`src/sv/rpb_pkg.sv`:
```
// rpb_pkg: shared types and constants for the pixel blend unit
// pixel beat structs, blend mode codes, register indexes and lane control
// no dependencies
`timescale 1ns / 1ps

package rpb_pkg;

  typedef enum logic [2:0] {
    MODE_MUL = 3'd0,
    MODE_SUB = 3'd1,
    MODE_SCR = 3'd2,
    MODE_OVL = 3'd3,
    MODE_ADD = 3'd4,
    MODE_SCL = 3'd5,
    MODE_SEP = 3'd6
  } blend_mode_t;

  localparam logic [1:0] REG_BLEND_MODE     = 2'd0;
  localparam logic [1:0] REG_TARGET_CHANNEL = 2'd1;
  localparam logic [1:0] REG_ADJUST_VALUE   = 2'd2;

  localparam logic [1:0] CH_BLUE  = 2'd0;
  localparam logic [1:0] CH_GREEN = 2'd1;
  localparam logic [1:0] CH_RED   = 2'd2;

  typedef struct packed {
    logic [7:0] top_blue;
    logic [7:0] top_green;
    logic [7:0] top_red;
    logic [7:0] bottom_blue;
    logic [7:0] bottom_green;
    logic [7:0] bottom_red;
  } in_pixel_t;

  typedef struct packed {
    logic [7:0] out_blue;
    logic [7:0] out_green;
    logic [7:0] out_red;
  } out_pixel_t;

  typedef struct packed {
    blend_mode_t        mode;
    logic               is_tgt;
    logic signed [8:0]  adjust;
  } lane_ctrl_t;

endpackage

```
`src/sv/rgb_pixel_blend_unit.sv`:
```
// rgb_pixel_blend_unit: per-pixel blend and channel adjust, top level
// out_valid is start delayed through the vld_r shift register, one pixel accepted every cycle
// busy stays low; results cannot be stalled and appear for one cycle each
// rst_n synchronous active low clears valid bits and config registers to 0
// depends on rpb_pkg and rpb_lane
`timescale 1ns / 1ps

module rgb_pixel_blend_unit
  import rpb_pkg::*;
(
  input  logic       clk,
  input  logic       rst_n,
  input  logic       start,
  output logic       busy,
  input  in_pixel_t  in_pixel,
  output logic       out_valid,
  output out_pixel_t out_pixel,
  input  logic       cfg_valid,
  output logic       cfg_ready,
  input  logic [1:0] cfg_index,
  input  logic [8:0] cfg_data
);

  logic [2:0]        mode_r;
  logic [1:0]        chan_r;
  logic signed [8:0] adjust_r;
  logic [2:0]        vld_r;
  logic [1:0]        tgt;
  logic [7:0]        sep;
  lane_ctrl_t        ctrl_b;
  lane_ctrl_t        ctrl_g;
  lane_ctrl_t        ctrl_r;

  assign busy      = 1'b0;
  assign cfg_ready = 1'b1;

  always_ff @(posedge clk) begin
    if (!rst_n) begin
      mode_r   <= '0;
      chan_r   <= '0;
      adjust_r <= '0;
      vld_r    <= '0;
    end else begin
      vld_r <= {vld_r[1:0], start & ~busy};
      if (cfg_valid && cfg_ready) begin
        case (cfg_index)
          REG_BLEND_MODE:     mode_r   <= cfg_data[2:0];
          REG_TARGET_CHANNEL: chan_r   <= cfg_data[1:0];
          REG_ADJUST_VALUE:   adjust_r <= $signed(cfg_data);
          default: ;
        endcase
      end
    end
  end

  // channel code three behaves as red
  assign tgt = (chan_r == 2'd3) ? CH_RED : chan_r;

  always_comb begin
    case (tgt)
      CH_BLUE:  sep = in_pixel.top_blue;
      CH_GREEN: sep = in_pixel.top_green;
      default:  sep = in_pixel.top_red;
    endcase
  end

  assign ctrl_b = '{mode: blend_mode_t'(mode_r), is_tgt: (tgt == CH_BLUE),  adjust: adjust_r};
  assign ctrl_g = '{mode: blend_mode_t'(mode_r), is_tgt: (tgt == CH_GREEN), adjust: adjust_r};
  assign ctrl_r = '{mode: blend_mode_t'(mode_r), is_tgt: (tgt == CH_RED),   adjust: adjust_r};

  rpb_lane u_lane_b (
    .clk  (clk),
    .ctrl (ctrl_b),
    .a    (in_pixel.top_blue),
    .b    (in_pixel.bottom_blue),
    .sep  (sep),
    .res  (out_pixel.out_blue)
  );

  rpb_lane u_lane_g (
    .clk  (clk),
    .ctrl (ctrl_g),
    .a    (in_pixel.top_green),
    .b    (in_pixel.bottom_green),
    .sep  (sep),
    .res  (out_pixel.out_green)
  );

  rpb_lane u_lane_r (
    .clk  (clk),
    .ctrl (ctrl_r),
    .a    (in_pixel.top_red),
    .b    (in_pixel.bottom_red),
    .sep  (sep),
    .res  (out_pixel.out_red)
  );

  assign out_valid = vld_r[2];

`ifndef SYNTHESIS
  a_beat_out: assert property (@(posedge clk) disable iff (!rst_n)
    start && !busy |-> ##3 out_valid)
    else $error("accepted beat did not come out after three cycles");

  a_no_spurious: assert property (@(posedge clk) disable iff (!rst_n)
    !start |-> ##3 !out_valid)
    else $error("result strobe without an accepted beat");

  a_cfg_mode: assert property (@(posedge clk) disable iff (!rst_n)
    cfg_valid && cfg_ready && cfg_index == REG_BLEND_MODE |=> mode_r == $past(cfg_data[2:0]))
    else $error("blend mode write not taken");
`endif

endmodule

```
`src/sv/rpb_lane.sv`:
```
// rpb_lane: three-stage datapath for one colour channel
// product and operand select, reciprocal estimate of /255, correction and select
// depends on rpb_pkg
`timescale 1ns / 1ps

module rpb_lane
  import rpb_pkg::*;
(
  input  logic       clk,
  input  lane_ctrl_t ctrl,
  input  logic [7:0] a,
  input  logic [7:0] b,
  input  logic [7:0] sep,
  output logic [7:0] res
);

  typedef enum logic [1:0] {
    K_DIV,
    K_DIV_INV,
    K_PASS,
    K_SCALE
  } kind_t;

  // stage 1
  logic [7:0]         x;
  logic [7:0]         y;
  logic               dbl_nxt;
  kind_t              kind_nxt;
  logic [7:0]         alt_nxt;
  logic signed [9:0]  sum;
  logic signed [17:0] sprod;

  logic [15:0]        prod_r;
  logic signed [17:0] sprod_r;
  logic               dbl_r;
  kind_t              kind_r;
  logic [7:0]         alt_r;

  // stage 2
  logic [16:0]        v_nxt;
  logic [25:0]        v257;
  logic [7:0]         alt2_nxt;

  logic [16:0]        v2_r;
  logic [7:0]         qe2_r;
  kind_t              kind2_r;
  logic [7:0]         alt2_r;

  // stage 3
  logic [16:0]        qe255;
  logic [16:0]        rem;
  logic [7:0]         q;
  logic [7:0]         res_nxt;
  logic [7:0]         res_r;

  assign sum   = $signed({2'b00, a}) + $signed({ctrl.adjust[8], ctrl.adjust});
  assign sprod = $signed({1'b0, a}) * ctrl.adjust;

  always_comb begin
    x        = a;
    y        = b;
    dbl_nxt  = 1'b0;
    kind_nxt = K_PASS;
    alt_nxt  = a;
    case (ctrl.mode)
      MODE_MUL: begin
        kind_nxt = K_DIV;
      end
      MODE_SUB: begin
        alt_nxt = (a > b) ? 8'(a - b) : 8'd0;
      end
      MODE_SCR: begin
        x        = ~a;
        y        = ~b;
        kind_nxt = K_DIV_INV;
      end
      MODE_OVL: begin
        dbl_nxt = 1'b1;
        if (b <= 8'd127) begin
          kind_nxt = K_DIV;
        end else begin
          x        = ~a;
          y        = ~b;
          kind_nxt = K_DIV_INV;
        end
      end
      MODE_ADD: begin
        if (ctrl.is_tgt) begin
          if (sum <= 10'sd0) alt_nxt = 8'd0;
          else if (sum >= 10'sd255) alt_nxt = 8'd255;
          else alt_nxt = sum[7:0];
        end
      end
      MODE_SCL: begin
        if (ctrl.is_tgt) kind_nxt = K_SCALE;
      end
      MODE_SEP: begin
        alt_nxt = sep;
      end
      default: begin
        alt_nxt = a;
      end
    endcase
  end

  always_ff @(posedge clk) begin
    prod_r  <= x * y;
    sprod_r <= sprod;
    dbl_r   <= dbl_nxt;
    kind_r  <= kind_nxt;
    alt_r   <= alt_nxt;
  end

  // floor(v/255) estimate: v*257 >> 16, low by at most one
  assign v_nxt = (dbl_r ? {prod_r, 1'b0} : {1'b0, prod_r}) + 17'd127;
  assign v257  = {1'b0, v_nxt, 8'b0} + {9'b0, v_nxt};

  always_comb begin
    alt2_nxt = alt_r;
    if (kind_r == K_SCALE) begin
      if (sprod_r <= 18'sd0) alt2_nxt = 8'd0;
      else if (sprod_r >= 18'sd255) alt2_nxt = 8'd255;
      else alt2_nxt = sprod_r[7:0];
    end
  end

  always_ff @(posedge clk) begin
    v2_r    <= v_nxt;
    qe2_r   <= v257[23:16];
    kind2_r <= kind_r;
    alt2_r  <= alt2_nxt;
  end

  assign qe255 = {1'b0, qe2_r, 8'b0} - {9'b0, qe2_r};
  assign rem   = v2_r - qe255;
  assign q     = (rem >= 17'd255) ? 8'(qe2_r + 8'd1) : qe2_r;

  always_comb begin
    case (kind2_r)
      K_DIV:     res_nxt = q;
      K_DIV_INV: res_nxt = ~q;
      default:   res_nxt = alt2_r;
    endcase
  end

  always_ff @(posedge clk) begin
    res_r <= res_nxt;
  end

  assign res = res_r;

endmodule

```
`config.mk`:
```
export PLATFORM = sky130hd
export DESIGN_NAME = rgb_pixel_blend_unit
export DESIGN_NICKNAME = d
export VERILOG_FILES = /design/src/sv/rpb_pkg.sv /design/src/sv/rgb_pixel_blend_unit.sv /design/src/sv/rpb_lane.sv
export SDC_FILE = /design/constraint.sdc
export NUM_CORES = 2
export LEC_CHECK = 0
export BUFFER_PORTS_ARGS = -buffer_cell sky130_fd_sc_hd__buf_2
export CAP_MARGIN = 10
export CORE_ASPECT_RATIO = 2
export CORE_MARGIN = 1
export CORE_UTILIZATION = 60
export DETAILED_ROUTE_END_ITERATION = 6
export HOLD_SLACK_MARGIN = 0.05
export PLACE_DENSITY = 0.89
export RECOVER_POWER = 100
export SETUP_SLACK_MARGIN = 0.5
export SKIP_CTS_REPAIR_TIMING = 1
export SYNTH_ARGS = -nofsm -noshare
export SYNTH_HDL_FRONTEND = slang
export SYNTH_SLANG_ARGS = --single-unit
```
`constraint.sdc`:
```
create_clock -name clk -period 15.3 [get_ports clk]
set_clock_uncertainty 0.15 [all_clocks]
set_input_delay 3.06 -clock clk [delete_from_list [all_inputs] [get_ports clk]]
set_output_delay 3.06 -clock clk [all_outputs]
set_load 0.01 [all_outputs]
```
==> results.ini <==
[floorplan]
die_h_um = 325.9
dieArea_mm2 = 0.05342
initial_core_util = 0.6073
ioPinCount = 90
rows = 118
die_x_um = 163.9
coreArea_mm2 = 0.05182

[timing]
max-slew-margin-rel = -1.029
finalHoldViolations = 0
setup_viol = 0
slew_viol_final = 205
fmax_ghz = 0.1023
fin_setup_tns_ns = 0
period_needed_ns = 9.771
tightest_slew_ns = 3.012
period_share = 0.6386
rsz0062_at_grt = false

[grt]
antenna_found_initial = 5
grt_start_max_net_pins = 50
grt_pass1_wl_um = 130100
grt_usage = 0.3064
grt_pass1_vias = 27621
overflow = 0

[flow_run]
maxCapViolCount = 5

[routing]
via_per_inst = 6.018
avgRoutedWirePerCell_um = 17.93
vias = 26854
drt-total-wl_um = 79990
drtPass1Iterations = 6
drc = 0
drtIter0Drc = 1393
ant_nets = 0

[placed_design]
gp_congestion = 1.003
placedInstanceArea_mm2 = 0.03213
io_buffer_count = 87
dpl.hpwl_um = 63550

[run_status]
status = finished, violations left
violations = capacitance limit, slew limit

[layout]
finalInstanceArea_mm2 = 0.03290
layout_commonest_cell = inv_1
multiInputGateArea_mm2 = 0.02325
layout_common_cells = inv_1 (511), ha_1 (438), nand2_1 (382)
final-seq-area_mm2 = 0.005505
area_growth_pct = 4.533
layout-drive-gt1-share = 0.03683
nNetsFinal = 4527
utilization = 0.6348
fillers = 4253

[synth]
ys_types = 87
synth-main-ff-cell = dfxtp_1
synth_area_mm2 = 0.03147
synth_nets = 4585
synth_seq_area_share = 0.1749
ys_ff_latch = 275
ys_warn_count = 0
async_reset_ff_frac = 0
syn_area_per_cell_um2 = 8.193
synth-edff-count = 0
netlist_instances = 3841

[clock_tree]
clock-sinks = 275
cts_inserted_buffers = 27
clk_pin_slew_worst_paths_ns = 0.06
clk_latency_ns = 0.59
cts_max_level = 1
root_buffer = clkbuf_16
cts_tree = done
clk_path_buf_depth = 3

[worst_setup_path]
cp_slowest_cell = o21ai_0
startpoint_type = primary input
cpMostUsedCell = fa_1
cp_num_buf_inv = 4
cp-end-kind = flip-flop
critPathMaxStageDelay_ns = 2.25
crit_chain = clkbuf_1 > o21ai_0 > or2_2 > nor2_1 > a21oi_1 > fa_1 > fa_1 > inv_1 > fa_1 > inv_1 > fa_1 > inv_1 > ha_1 > a21boi_0 > o21ai_0 > a21boi_0 > o21ai_0 > a21oi_1 > o41ai_1 > xnor2_1
path_class = in2reg
cp_data_arrival_time_ns = 10.13
path_delay_family = compound AO/OA/AOI/OAI gates
required_ns = 15.66
critical_path.max_fanout = 37

[hold_path]
hp-class = reg2reg

[power_and_ir_drop]
power_leakage_uw = 0.01608
p_per_area_mw_per_mm2 = 156.7
max-vdd-ir-drop_v = 0.0001986
total_power_uw = 5156

==> flip-flops by register name, indices dropped and copies added (netlist names), 9 cells and up <==
signal / cells
u_lane_g.sprod_r: 18
u_lane_g.v2_r: 17
u_lane_g.prod_r: 16
u_lane_r.prod_r: 16
u_lane_b.v2_r: 17
u_lane_r.v2_r: 17
u_lane_b.prod_r: 16
u_lane_b.sprod_r: 18
adjust_r: 9
u_lane_r.sprod_r: 18
==> metal layers <==
| layer | wire length, um | vias up | track usage |
|---|---|---|---|
| met2 | 41830 | 990 | 0.5704 |
| met5 | 48 | - | 0 |
| met3 | 4455 | 422 | 0.04482 |
| li1 | - | 12718 | - |
| met4 | 7069 | 8 | 0.2500 |
| met1 | 26590 | 12716 | 0.2900 |
==> cell type report <==
| type | count | share of cell area |
|---|---|---|
| inverter | 514 | 0.05865 |
| timing repair buffer | 101 | 0.01480 |
| antenna | 1 | 0.00007607 |
| multi-input combinational | 2864 | 0.7069 |
| clock buffer | 32 | 0.02202 |
| clock inverter | 15 | 0.005097 |
| sequential | 275 | 0.1674 |
| tap | 660 | 0.02510 |
==> worst reg2reg max path, cell delays in order (launching register included) <==
cell,delay [ns]
dfxtp_1,0.34
inv_1,0.23
o21ai_0,2.32
or2_2,0.47
nor2_1,0.06
a21oi_1,0.19
fa_1,0.49
fa_1,0.55
inv_1,0.06
fa_1,0.55
inv_1,0.07
fa_1,0.53
inv_1,0.04
ha_1,0.31
a21boi_0,0.15
o21ai_0,0.24
a21boi_0,0.16
o21ai_0,0.24
a21oi_1,0.13
o41ai_1,0.32
xnor2_1,0.16
==> Yosys cell counts, types with 64 or more instances <==
master / number / area share
xor2_1: 77 / 0.021
and2_1: 98 / 0.019
a21oi_1: 170 / 0.027
dfxtp_1: 275 / 0.17
inv_1: 511 / 0.061
a21o_1: 64 / 0.015
fa_1: 243 / 0.15
nand2_1: 382 / 0.046
o21ai_0: 231 / 0.037
ha_1: 438 / 0.17
clkbuf_1: 166 / 0.020
xnor2_1: 169 / 0.047
nor2_1: 256 / 0.031
nand3_1: 67 / 0.011
==> per-stage QoR <==
| step | instances | worst slack, ns | hold slack (ns) |
|---|---|---|---|
| after floorplan | 3841 | 7.041 | 0.1811 |
| after global placement | 4414 | 6.660 | 0.1878 |
| after detailed placement | 4414 | 6.516 | 0.1920 |
| after CTS | 4461 | 7.115 | 0.2053 |
| after global routing | 4462 | 4.790 | 0.2220 |
| final | 4462 | 5.529 | 0.2071 |
==> path summary, 6_finish.rpt <==
path / from / to / slack (ns) / cells after the start
worst max-delay path: in_pixel[23] / u_lane_b.prod_r[15]$_DFF_P_ / 5.53 / 20
worst min-delay path: u_lane_g.kind_r[0]$_DFF_P_ / u_lane_g.kind2_r[0]$_DFF_P_ / 0.21 / 0
worst max register to register: mode_r[0]$_SDFFE_PN0P_ / u_lane_b.prod_r[15]$_DFF_P_ / 7.47 / 20
worst min register to register: u_lane_g.kind_r[0]$_DFF_P_ / u_lane_g.kind2_r[0]$_DFF_P_ / 0.21 / 0
==> where the power goes <==
part | internal (uW) | switching, uW
combinational | 1420 | 1940
clock | 389 | 293
sequential | 940 | 178
total | 2750 | 2410
==> logic make-up after synthesis <==
logic type,after synthesis,share of synthesized area
DFF,275,0.1749
muxes,48,0.01558
xor gates and xnor gates,246,0.06846
buffers and inverters,702,0.08441
adders and majority gates,681,0.3287
other,2,0.0002386
and+or+nand+nor,1091,0.1655
AOI/OAI and AO/OA,796,0.1622
Note: power is estimated with default switching activity, not from simulation.
